File: config.mk
export PLATFORM = sky130hd
export DESIGN_NAME = nor_flash_program_erase_planner_core
export DESIGN_NICKNAME = d
export VERILOG_FILES = /design/src/sv/nfpe_pkg.sv /design/src/sv/nfpe_step.sv /design/src/sv/nor_flash_program_erase_planner_core.sv
export SDC_FILE = /design/constraint.sdc
export NUM_CORES = 1
export LEC_CHECK = 0
export BUFFER_PORTS_ARGS = -buffer_cell sky130_fd_sc_hd__clkbuf_2
export CAP_MARGIN = 40
export CORE_ASPECT_RATIO = 1.2
export CORE_MARGIN = 8
export CORE_UTILIZATION = 55
export CTS_CLUSTER_SIZE = 20
export DETAILED_ROUTE_END_ITERATION = 7
export PLACE_DENSITY = 0.86
export REMOVE_ABC_BUFFERS = 1
export SLEW_MARGIN = 20
export SYNTH_ARGS = -nofsm -noshare
export SYNTH_HDL_FRONTEND = slang
export SYNTH_SLANG_ARGS = --single-unit
File: constraint.sdc
create_clock -name clk -period 19.7 [get_ports clk]
set_input_delay 0.985 -clock clk [delete_from_list [all_inputs] [get_ports clk]]
set_output_delay 0.985 -clock clk [all_outputs]
set_load 0.05 [all_outputs]
File: src/sv/nfpe_pkg.sv
// Shared types and codes for the NOR flash program/erase planner.
// Holds item structs, command/status/opcode codes and default geometry.
// No dependencies.
package nfpe_pkg;

    // Default flash geometry (bytes, powers of two)
    localparam int unsigned FLASH_BYTES_DEF  = 8388608;
    localparam int unsigned PAGE_BYTES_DEF   = 256;
    localparam int unsigned SECTOR_BYTES_DEF = 4096;
    localparam int unsigned BLOCK_BYTES_DEF  = 65536;

    // Request commands
    localparam logic [1:0] CMD_WRITE = 2'd0;
    localparam logic [1:0] CMD_ERASE = 2'd1;
    localparam logic [1:0] CMD_NEXT  = 2'd2;

    // Result status
    localparam logic [1:0] STS_ISSUED = 2'd0;
    localparam logic [1:0] STS_NONE   = 2'd1;
    localparam logic [1:0] STS_ERROR  = 2'd2;

    // Flash command bytes
    localparam logic [7:0] OP_NONE         = 8'h00;
    localparam logic [7:0] OP_PROGRAM      = 8'h02;
    localparam logic [7:0] OP_SECTOR_ERASE = 8'h20;
    localparam logic [7:0] OP_BLOCK_ERASE  = 8'hD8;

    typedef enum logic [1:0] {
        MODE_IDLE,
        MODE_WRITE,
        MODE_ERASE
    } plan_mode_t;

    typedef struct packed {
        logic [1:0]  command;
        logic [31:0] start_address;
        logic [31:0] byte_count;
    } req_item_t;

    typedef struct packed {
        logic [1:0]  status;
        logic [7:0]  opcode;
        logic [22:0] op_address;
        logic [8:0]  op_length;
        logic [22:0] buffer_offset;
        logic        last;
    } rsp_item_t;

endpackage

File: src/sv/nfpe_step.sv
// One planning step: decodes a request against the current plan state and
// produces the result item and the next plan state. Pure combinational.
// Depends on nfpe_pkg.
module nfpe_step #(
    parameter int unsigned FLASH_BYTES  = nfpe_pkg::FLASH_BYTES_DEF,
    parameter int unsigned PAGE_BYTES   = nfpe_pkg::PAGE_BYTES_DEF,
    parameter int unsigned SECTOR_BYTES = nfpe_pkg::SECTOR_BYTES_DEF,
    parameter int unsigned BLOCK_BYTES  = nfpe_pkg::BLOCK_BYTES_DEF,
    parameter int unsigned ADDR_W       = $clog2(FLASH_BYTES) + 1
) (
    input  nfpe_pkg::req_item_t  req,
    input  nfpe_pkg::plan_mode_t mode,
    input  logic [ADDR_W-1:0]    cursor,
    input  logic [ADDR_W-1:0]    end_addr,
    input  logic [ADDR_W-1:0]    offset,
    output nfpe_pkg::rsp_item_t  rsp,
    output nfpe_pkg::plan_mode_t mode_next,
    output logic [ADDR_W-1:0]    cursor_next,
    output logic [ADDR_W-1:0]    end_next,
    output logic [ADDR_W-1:0]    offset_next
);

    localparam int unsigned PAGE_LOG = $clog2(PAGE_BYTES);
    localparam int unsigned CHUNK_W  = PAGE_LOG + 1;

    logic [32:0]          wr_sum;
    logic [31:0]          er_base;
    logic [32:0]          er_sum;
    logic [32:0]          er_end;
    logic                 emit;
    logic [1:0]           early_status;
    nfpe_pkg::plan_mode_t w_mode;
    logic [ADDR_W-1:0]    w_cur;
    logic [ADDR_W-1:0]    w_end;
    logic [ADDR_W-1:0]    w_off;
    logic [ADDR_W-1:0]    remain;
    logic [CHUNK_W-1:0]   page_room;
    logic [ADDR_W-1:0]    chunk;
    logic                 use_block;
    logic [ADDR_W-1:0]    new_cur;
    logic                 fin;

    // Bounds sums at full width so nothing wraps
    assign wr_sum  = {1'b0, req.start_address} + {1'b0, req.byte_count};
    assign er_base = req.start_address & ~(32'(SECTOR_BYTES) - 32'd1);
    assign er_sum  = {1'b0, er_base} + {1'b0, req.byte_count};
    assign er_end  = (er_sum + 33'(SECTOR_BYTES - 1)) & ~33'(SECTOR_BYTES - 1);

    // Request decode: start a new plan or continue the running one
    always_comb
    begin
        emit         = 1'b0;
        early_status = nfpe_pkg::STS_NONE;
        w_mode       = nfpe_pkg::MODE_IDLE;
        w_cur        = cursor;
        w_end        = end_addr;
        w_off        = offset;
        case (req.command)
            nfpe_pkg::CMD_WRITE:
            begin
                if (wr_sum > 33'(FLASH_BYTES))
                begin
                    early_status = nfpe_pkg::STS_ERROR;
                end
                else if (req.byte_count != 32'd0)
                begin
                    emit   = 1'b1;
                    w_mode = nfpe_pkg::MODE_WRITE;
                    w_cur  = req.start_address[ADDR_W-1:0];
                    w_end  = wr_sum[ADDR_W-1:0];
                    w_off  = '0;
                end
            end
            nfpe_pkg::CMD_ERASE:
            begin
                // zero length wins over the range check here
                if (req.byte_count == 32'd0)
                begin
                    early_status = nfpe_pkg::STS_NONE;
                end
                else if (er_sum > 33'(FLASH_BYTES))
                begin
                    early_status = nfpe_pkg::STS_ERROR;
                end
                else
                begin
                    emit   = 1'b1;
                    w_mode = nfpe_pkg::MODE_ERASE;
                    w_cur  = er_base[ADDR_W-1:0];
                    w_end  = er_end[ADDR_W-1:0];
                    w_off  = '0;
                end
            end
            default:
            begin
                // next, and the unused code, continue the plan
                emit   = 1'b1;
                w_mode = mode;
            end
        endcase
    end

    // Page chunk and erase size from the working cursor
    assign remain    = w_end - w_cur;
    assign page_room = CHUNK_W'(PAGE_BYTES) - CHUNK_W'(w_cur[PAGE_LOG-1:0]);
    assign chunk     = (ADDR_W'(page_room) > remain) ? remain : ADDR_W'(page_room);
    assign use_block = ((w_cur & ADDR_W'(BLOCK_BYTES - 1)) == '0)
                       && (33'(remain) >= 33'(BLOCK_BYTES));

    // Emit one operation, or a no-op or error result
    always_comb
    begin
        rsp         = '0;
        rsp.status  = early_status;
        rsp.last    = 1'b1;
        mode_next   = nfpe_pkg::MODE_IDLE;
        cursor_next = cursor;
        end_next    = end_addr;
        offset_next = offset;
        new_cur     = w_cur;
        fin         = 1'b1;
        if (emit && (w_cur < w_end) && (w_mode != nfpe_pkg::MODE_IDLE))
        begin
            rsp.status     = nfpe_pkg::STS_ISSUED;
            rsp.op_address = w_cur[22:0];
            if (w_mode == nfpe_pkg::MODE_WRITE)
            begin
                new_cur           = w_cur + chunk;
                rsp.opcode        = nfpe_pkg::OP_PROGRAM;
                rsp.op_length     = 9'(chunk);
                rsp.buffer_offset = w_off[22:0];
                offset_next       = w_off + chunk;
            end
            else
            begin
                if (use_block)
                begin
                    new_cur    = w_cur + ADDR_W'(BLOCK_BYTES);
                    rsp.opcode = nfpe_pkg::OP_BLOCK_ERASE;
                end
                else
                begin
                    new_cur    = w_cur + ADDR_W'(SECTOR_BYTES);
                    rsp.opcode = nfpe_pkg::OP_SECTOR_ERASE;
                end
                offset_next = w_off;
            end
            fin         = (new_cur >= w_end);
            rsp.last    = fin;
            mode_next   = fin ? nfpe_pkg::MODE_IDLE : w_mode;
            cursor_next = new_cur;
            end_next    = w_end;
        end
        else if (emit)
        begin
            rsp.status = nfpe_pkg::STS_NONE;
        end
    end

endmodule

File: src/sv/nor_flash_program_erase_planner_core.sv
// Top level of the NOR flash program/erase planner: request register,
// plan state registers and result register around one step of logic.
// Depends on nfpe_pkg and nfpe_step.
//
// Each request item yields exactly one result item. A write command starts a
// plan of page-program chunks that never cross a page; an erase command starts
// a plan of block or sector erases covering the request widened to sectors;
// a next command pulls the following operation, and the last one is flagged.
// A request goes through the request register, then the step logic into the
// result register; one item is taken every cycle unless the result side stalls:
// the step reads and updates the plan registers in the same cycle, so
// consecutive items need no spacing. Result back-pressure holds the pipeline;
// the request side stalls only when both stages are full and rsp_stall is high.
module nor_flash_program_erase_planner_core #(
    parameter int unsigned FLASH_BYTES  = nfpe_pkg::FLASH_BYTES_DEF,
    parameter int unsigned PAGE_BYTES   = nfpe_pkg::PAGE_BYTES_DEF,
    parameter int unsigned SECTOR_BYTES = nfpe_pkg::SECTOR_BYTES_DEF,
    parameter int unsigned BLOCK_BYTES  = nfpe_pkg::BLOCK_BYTES_DEF
) (
    input  logic                clk,
    input  logic                rst_n,
    input  logic                req_valid,
    output logic                req_stall,
    input  nfpe_pkg::req_item_t req,
    output logic                rsp_valid,
    input  logic                rsp_stall,
    output nfpe_pkg::rsp_item_t rsp
);

    localparam int unsigned ADDR_W = $clog2(FLASH_BYTES) + 1;

    logic                 hold_valid_reg;
    nfpe_pkg::req_item_t  hold_reg;
    logic                 rsp_valid_reg;
    nfpe_pkg::rsp_item_t  rsp_reg;
    nfpe_pkg::plan_mode_t mode_reg;
    logic [ADDR_W-1:0]    cursor_reg;
    logic [ADDR_W-1:0]    end_reg;
    logic [ADDR_W-1:0]    offset_reg;

    nfpe_pkg::rsp_item_t  rsp_next;
    nfpe_pkg::plan_mode_t mode_next;
    logic [ADDR_W-1:0]    cursor_next;
    logic [ADDR_W-1:0]    end_next;
    logic [ADDR_W-1:0]    offset_next;
    logic                 advance;
    logic                 load_hold;

    // Result slot free or being drained this cycle
    assign advance   = !rsp_valid_reg || !rsp_stall;
    // Request register takes an item when empty or moving on
    assign load_hold = advance || !hold_valid_reg;
    assign req_stall = hold_valid_reg && !advance;
    assign rsp_valid = rsp_valid_reg;
    assign rsp       = rsp_reg;

    nfpe_step #(
        .FLASH_BYTES  (FLASH_BYTES),
        .PAGE_BYTES   (PAGE_BYTES),
        .SECTOR_BYTES (SECTOR_BYTES),
        .BLOCK_BYTES  (BLOCK_BYTES),
        .ADDR_W       (ADDR_W)
    ) u_step (
        .req         (hold_reg),
        .mode        (mode_reg),
        .cursor      (cursor_reg),
        .end_addr    (end_reg),
        .offset      (offset_reg),
        .rsp         (rsp_next),
        .mode_next   (mode_next),
        .cursor_next (cursor_next),
        .end_next    (end_next),
        .offset_next (offset_next)
    );

    // Control: stage valids and plan state
    always_ff @(posedge clk or negedge rst_n)
    begin
        if (!rst_n)
        begin
            hold_valid_reg <= 1'b0;
            rsp_valid_reg  <= 1'b0;
            mode_reg       <= nfpe_pkg::MODE_IDLE;
            cursor_reg     <= '0;
            end_reg        <= '0;
            offset_reg     <= '0;
        end
        else
        begin
            if (load_hold)
            begin
                hold_valid_reg <= req_valid;
            end
            if (advance)
            begin
                rsp_valid_reg <= hold_valid_reg;
                if (hold_valid_reg)
                begin
                    mode_reg   <= mode_next;
                    cursor_reg <= cursor_next;
                    end_reg    <= end_next;
                    offset_reg <= offset_next;
                end
            end
        end
    end

    // Payload registers
    always_ff @(posedge clk)
    begin
        if (load_hold)
        begin
            hold_reg <= req;
        end
        if (advance && hold_valid_reg)
        begin
            rsp_reg <= rsp_next;
        end
    end

endmodule
# After elaboration in Yosys (flattened, before gate mapping)
# Index checks and enable logic that the tools add are counted.
# classes
addsub	9
n_lt_le_gt_ge	6
n_eq_ne	2
n_mux	39
bitwise	1
n_reduce_logical	21
# op_table
cell	count
$mux 24	17
$pmux 24 s2	3
$add 32x32->33	2
$gt 33x24->1 const B	2
$add 24x24->24	2
$logic_not 32->1	1
$reduce_bool 32->1	1
$add 24x12->24 const B	1
$add 24x13->24 const B	1
$add 24x17->24 const B	1
$ge 24x17->1 const B	1
$ge 24x24->1	1
$gt 9x24->1	1
$logic_not 24->1	1
$lt 24x24->1	1
$sub 24x24->24	1
$mux 2	9
$sub 9x8->9 const A	1
$mux 8	1
$pmux 2 s2	2
$mux 1	6
$logic_and 1x1->1	5
$eq 2x1->1 const B	2
$logic_not 1->1	4
8 further kinds	11
# totals
reg_bits	208
output_inout_bits	68
elab_cells	95

# Logic depth before layout (Yosys ltp)
# depth
word_depth	14
ltp_mapped	71
ltp_nobuf	67

# Hierarchy
# Synthesis repeated with hierarchy kept, for this count alone.
# hier_totals
hier_cells	1977
hier_area_um2	17897.2
# modules_own_cells
module	n_inst	cells_each	area_each_um2	seq_area_each_um2
nfpe_step	1	1682	10841.6	0.0
nor_flash_program_erase_planner_core	1	295	7055.5	5865.6

# Worst setup path after synthesis
# Ideal clock, no wire load.
# synth_timing
path_kind	reg2reg
from	reg hold_reg[0] in the netlist's numbering
to	reg mode_reg[0]
arrival_ns	12.004
t_required_ns	19.565
slack_ns	7.560
path_stages_with_launch	66
path_buffers	4
path_cell_list	edfxtp_1 ha_1 fa_1 a21o_1 a221o_1 a41oi_2 o221ai_1 mux2_2 a221oi_1 and4b_4 o2111a_2 buf_6 buf_2 clkbuf_1 buf_1 nand2_1 nand2_1 nand2_1 [30 not listed] maj3_1 mux2_2 and3_1 o31ai_4 a21oi_1 a211o_1 nor2b_1 xor2_1 ha_1 nand4_1 nor2_1 nand2_1 nor2_1 o211ai_1 a31oi_1 o41ai_2 a41oi_1 o32ai_1
# synth_between
elab_chain_cells	14
word_cells_on_any_way	48
classes_between	add/sub: 8; order compare: 6; eq/ne: 1; mux: 26; reduce/logical: 7
# synth_rtl
item	line	rtl
start: declaration	nor_flash_program_erase_planner_core.sv:33	nfpe_pkg::req_item_t hold_reg;
start signal: assignment	nor_flash_program_erase_planner_core.sv:113	hold_reg <= req;
$add 32x32->33	nfpe_step.sv:46	assign er_sum = {1'b0, er_base} + {1'b0, req.byte_count};
$gt 33x24->1	nfpe_step.sv:81	else if (er_sum > 33'(FLASH_BYTES))
$mux 24	nfpe_step.sv:81	
$mux 24	nfpe_step.sv:77	if (req.byte_count == 32'd0)
$pmux 24 s2 (*)	nfpe_step.sv:58	case (req.command)
$sub 9x8->9 (*)	nfpe_step.sv:105	assign page_room = CHUNK_W'(PAGE_BYTES) - CHUNK_W'(w_cur[PAGE_LOG-1:0]);
via u_step.page_room[0]	nfpe_step.sv:37	logic [CHUNK_W-1:0] page_room;
$gt 9x24->1 (*)	nfpe_step.sv:106	assign chunk = (ADDR_W'(page_room) > remain) ? remain : ADDR_W'(page_room);
$mux 24 (*)	nfpe_step.sv:106	
via u_step.chunk[1]	nfpe_step.sv:38	logic [ADDR_W-1:0] chunk;
$add 24x24->24 (*)	nfpe_step.sv:128	new_cur = w_cur + chunk;
$mux 24 (*)	nfpe_step.sv:126	if (w_mode == nfpe_pkg::MODE_WRITE)
$mux 24 (*)	nfpe_step.sv:122	if (emit && (w_cur < w_end) && (w_mode != nfpe_pkg::MODE_IDLE))
$ge 24x24->1 (*)	nfpe_step.sv:148	fin = (new_cur >= w_end);
$mux 2 (*)	nfpe_step.sv:150	mode_next = fin ? nfpe_pkg::MODE_IDLE : w_mode;
$mux 2 (*)	nfpe_step.sv:122	
end signal: assignment	nor_flash_program_erase_planner_core.sv:83	mode_reg <= nfpe_pkg::MODE_IDLE;
end signal: assignment	nor_flash_program_erase_planner_core.sv:99	mode_reg <= mode_next;
end: declaration	nor_flash_program_erase_planner_core.sv:36	nfpe_pkg::plan_mode_t mode_reg;
# The timed path passes the listed nets; every way through them passes the cells marked *. The select of a mux whose other input is x is not followed.
# A chain may end at the register's enable or synchronous reset.

# Worst setup path in the final report
# layout_timing
from	reg hold_reg[48] in the netlist's numbering
to	reg mode_reg[1]
# layout_between
elab_chain_cells	14
word_cells_on_any_way	44
classes_between	add/sub: 8; order compare: 6; eq/ne: 1; mux: 24; reduce/logical: 5
# layout_rtl
item	line
$add 32x32->33	nfpe_step.sv:46
$gt 33x24->1 / $add 24x12->24 (equally long branches)	nfpe_step.sv:81, nfpe_step.sv:47
$mux 24	nfpe_step.sv:81
$mux 24	nfpe_step.sv:77
$pmux 24 s2	nfpe_step.sv:58
$sub 24x24->24 / $sub 9x8->9 (equally long branches)	nfpe_step.sv:104, nfpe_step.sv:105
$gt 9x24->1	nfpe_step.sv:106
$mux 24 (*)	nfpe_step.sv:106
via u_step.chunk[1]	nfpe_step.sv:38
$add 24x24->24 (*)	nfpe_step.sv:128
$mux 24 (*)	nfpe_step.sv:126
$mux 24 (*)	nfpe_step.sv:122
$ge 24x24->1 (*)	nfpe_step.sv:148
$mux 2 (*)	nfpe_step.sv:150
$mux 2 (*)	nfpe_step.sv:122
# Marks and branches as above.

==> flow_metrics.env <==
export IMPL_ios=138
export IMPL_postLayoutCellArea_sq_um=18600
export IMPL_ant_nets=0
export IMPL_netlist_area_sq_um=16700
export IMPL_layout_setup_ws_ns=5.49
export IMPL_track_usage_pct=28.7
export IMPL_crit_buf_inv=3
export IMPL_num_fill_cells=2599
export IMPL_arrival_ns=14.59
export IMPL_cts_max_level=1
export IMPL_area_sequential_sq_um=5690
export IMPL_dp_cells=2426
export IMPL_setup_tns_ns=0
export IMPL_relSlewSlack_pct=35.2
export IMPL_dp_hpwl_um=41400
export IMPL_drv_slew=0
export IMPL_fmax_mhz=70.4
export IMPL_cp_slowest_cell="o21ai_0"
export IMPL_grt_pass1_vias=15300
export IMPL_cts_setup_buffers=0
export IMPL_cpLargestDelayFamily="compound AO/OA/AOI/OAI gates"
export IMPL_cts_tree="yes"
export IMPL_netlist_top_cells_area="edfxtp_1 23%, dfrtp_1 11%, ha_1 9.3%, a21oi_1 4.9%, nand2_1 4.3%"
export IMPL_multi_input_area_sq_um=10300
export IMPL_routabilityCongestion=1.06
export IMPL_yosys_top_cells_count="191 x nand2_1, 164 x a21oi_1, 154 x nor2_1, 139 x o21ai_0, 127 x edfxtp_1"
export IMPL_clockBufferDepth=3
export IMPL_clk_pin_slew_ns=0.07
export IMPL_syn_inst=1941
export IMPL_setup_violations=0
export IMPL_crit_top_cell="a21oi_1"
export IMPL_cp_end_kind="flip-flop"
export IMPL_min_path_type="in2async"
export IMPL_tightest_slew_ns=0.962
export IMPL_largest_reg_flops=66
export IMPL_num_vias=15800
export IMPL_rsz0062_at_grt="false"
export IMPL_placementRows=70
export IMPL_outcome="finished clean"
export IMPL_yosysTopAreaCell="edfxtp_1"
export IMPL_slowest_delay_ns=0.79
export IMPL_start_util_pct=55.3
export IMPL_synth_edff_count=127
export IMPL_drive_gt1_share_pct=12.9
export IMPL_worst_ep_required_time_ns=20.08
export IMPL_critPathKind="reg2reg"
export IMPL_grt_max_degree=80
export IMPL_wl_per_cell_um=21.7
export IMPL_cap_violations=0
export IMPL_layout_cells_non_filler=2469
export IMPL_avgSynthCellArea_sq_um=8.60
export IMPL_cp_max_fo=31
export IMPL_cts_sinks=202
export IMPL_ys_warn_count=0
export IMPL_clock_latency_ns=0.53
export IMPL_synth_flop_cell="edfxtp_1"
export IMPL_dr_pass1_iters=6
export IMPL_diodes=0
export IMPL_yosysTopAreaCellShare_pct=22.8
export IMPL_ys_ff_latch=202
export IMPL_nets=2256
export IMPL_vias_per_cell=6.42
export IMPL_cts_resized=0
export IMPL_combPwrFrac_pct=33.8
export IMPL_overflow=0
export IMPL_place_area_sq_um=17800
export IMPL_pwr_density_cell_nw_per_um2=77.4
export IMPL_syn2layout_area_growth_pct=11.6
export IMPL_die_h_um=207
export IMPL_dieWidth_um=175
export IMPL_post_route_period_util_pct=72.2
export IMPL_die_area_sq_um=36200
export IMPL_antenna_found_initial=0
export IMPL_seqPwrFrac_pct=34.2
export IMPL_synth_seq_area_share_pct=34.1
export IMPL_wl_um=53600
export IMPL_async_flop_share_pct=37.1
export IMPL_grt_pass1_wl_um=82800
export IMPL_place_ws_ns=5.77
export IMPL_coreArea_sq_um=30200
export IMPL_dr_first_iter_drc_count=1525
export IMPL_p_clk_share_pct=32.0
export IMPL_startpoint_type="flip-flop"
export IMPL_synth_distinct_cells=101
export IMPL_ir_drop_mv=0.0739
export IMPL_p_switching_w=0.000518
export IMPL_post_route_min_period_ns=14.21
export IMPL_numCtsBuffers=22
export IMPL_leakagePower_nw=8.27
export IMPL_finalHoldViolations=0
export IMPL_p_sw_share_pct=35.9
export IMPL_ctsRootBufferMaster="clkbuf_16"
export IMPL_hold_buffers=0
export IMPL_skew_ns=0.0122
export IMPL_synth_most_common_cell="nand2_1"
export IMPL_drc=0
export IMPL_intPower_w=0.000925
export IMPL_io_buffer_count=135
## final timing paths
kind	start	endpoint	slack (ns)	cells past startpoint
hold reg to reg	offset_reg[16]$_DFFE_PN0P_	offset_reg[16]$_DFFE_PN0P_	0.48	2
hold / removal	rst_n	cursor_reg[3]$_DFFE_PN0P_	0.40	1
min in group clk	offset_reg[16]$_DFFE_PN0P_	offset_reg[16]$_DFFE_PN0P_	0.48	2
max in group asynchronous	rst_n	rsp_valid$_DFFE_PN0P_	18.29	2
setup / recovery	hold_reg[48]$_DFFE_PN_	mode_reg[1]$_DFFE_PN0P_	5.49	59
setup reg to reg	hold_reg[48]$_DFFE_PN_	mode_reg[1]$_DFFE_PN0P_	5.49	59
## logic make-up after synthesis
group                      after synthesis  share of synthesized area, %
AOI/OAI and AO/OA                      555                          21.8
xor gates and xnor gates                90                          4.72
adders and majority gates              133                          10.1
buffers and inverters                  207                          5.05
DFF                                    202                          34.1
muxes                                   50                          3.18
other                                    1                        0.0225
and+or+nand+nor                        703                          21.0
## per-layer routing
metal	share of wire [%]	global-route usage [%]	wire, um
met5	0	0	0
met4	6.9	17.7	3680
met3	6.8	3.91	3620
met2	48	50.4	25800
met1	38	33.0	20500
## power by group through the flow
| stage | Combinational (W) | Sequential, W | Clock, W |
|---|---|---|---|
| after floorplan | 0.000320 | 0.000526 | 0 |
| after global placement | 0.000466 | 0.000501 | 0 |
| after detailed placement | 0.000471 | 0.000502 | 0 |
| after CTS | 0.000475 | 0.000493 | 0.000467 |
| after global routing | 0.000528 | 0.000495 | 0.000478 |
| final | 0.000488 | 0.000493 | 0.000461 |
## placed cells by master (no fill, tap or decap), types with 27 or more instances in the layout
| cell type | n |
|---|---|
| a21o_1 | 31 |
| a21oi_1 | 164 |
| and2_1 | 37 |
| and3_1 | 60 |
| clkbuf_2 | 134 |
| conb_1 | 27 |
| dfrtp_1 | 75 |
| edfxtp_1 | 127 |
| ha_1 | 124 |
| inv_1 | 113 |
| mux2i_1 | 30 |
| nand2_1 | 190 |
| nand3_1 | 35 |
| nand4_1 | 38 |
| nor2_1 | 153 |
| nor3_1 | 58 |
| o21ai_0 | 139 |
| xnor2_1 | 58 |
| xor2_1 | 32 |
## stage by stage
step	hold WS (ns)	power, W	utilization [%]
after floorplan	0.438	0.000845	-
after global placement	0.452	0.000967	58.7
after detailed placement	0.462	0.000973	58.8
after CTS	0.410	0.00143	61.4
after global routing	0.428	0.00150	61.7
final	0.398	0.00144	61.7
## worst reg2reg max path, delay by kind of cell, from the launching register on
family	cells	cell delay [ns]
mux	2	0.61
compound gates	28	6.59
fa+ha+maj	7	2.45
flops	1	0.46
xor+xnor	2	0.52
simple gates	17	2.90
buf+inv	3	0.53
## final cells by class
cell class	instances	share of cell area [%]
timing repair buffer	157	4.85
inverter	116	2.34
clock inverter	14	1.14
clock buffer	26	3.15
sequential	202	30.5
tap	396	2.66
multi-input combinational	1558	55.3
Note: power is estimated with default switching activity, not from simulation.
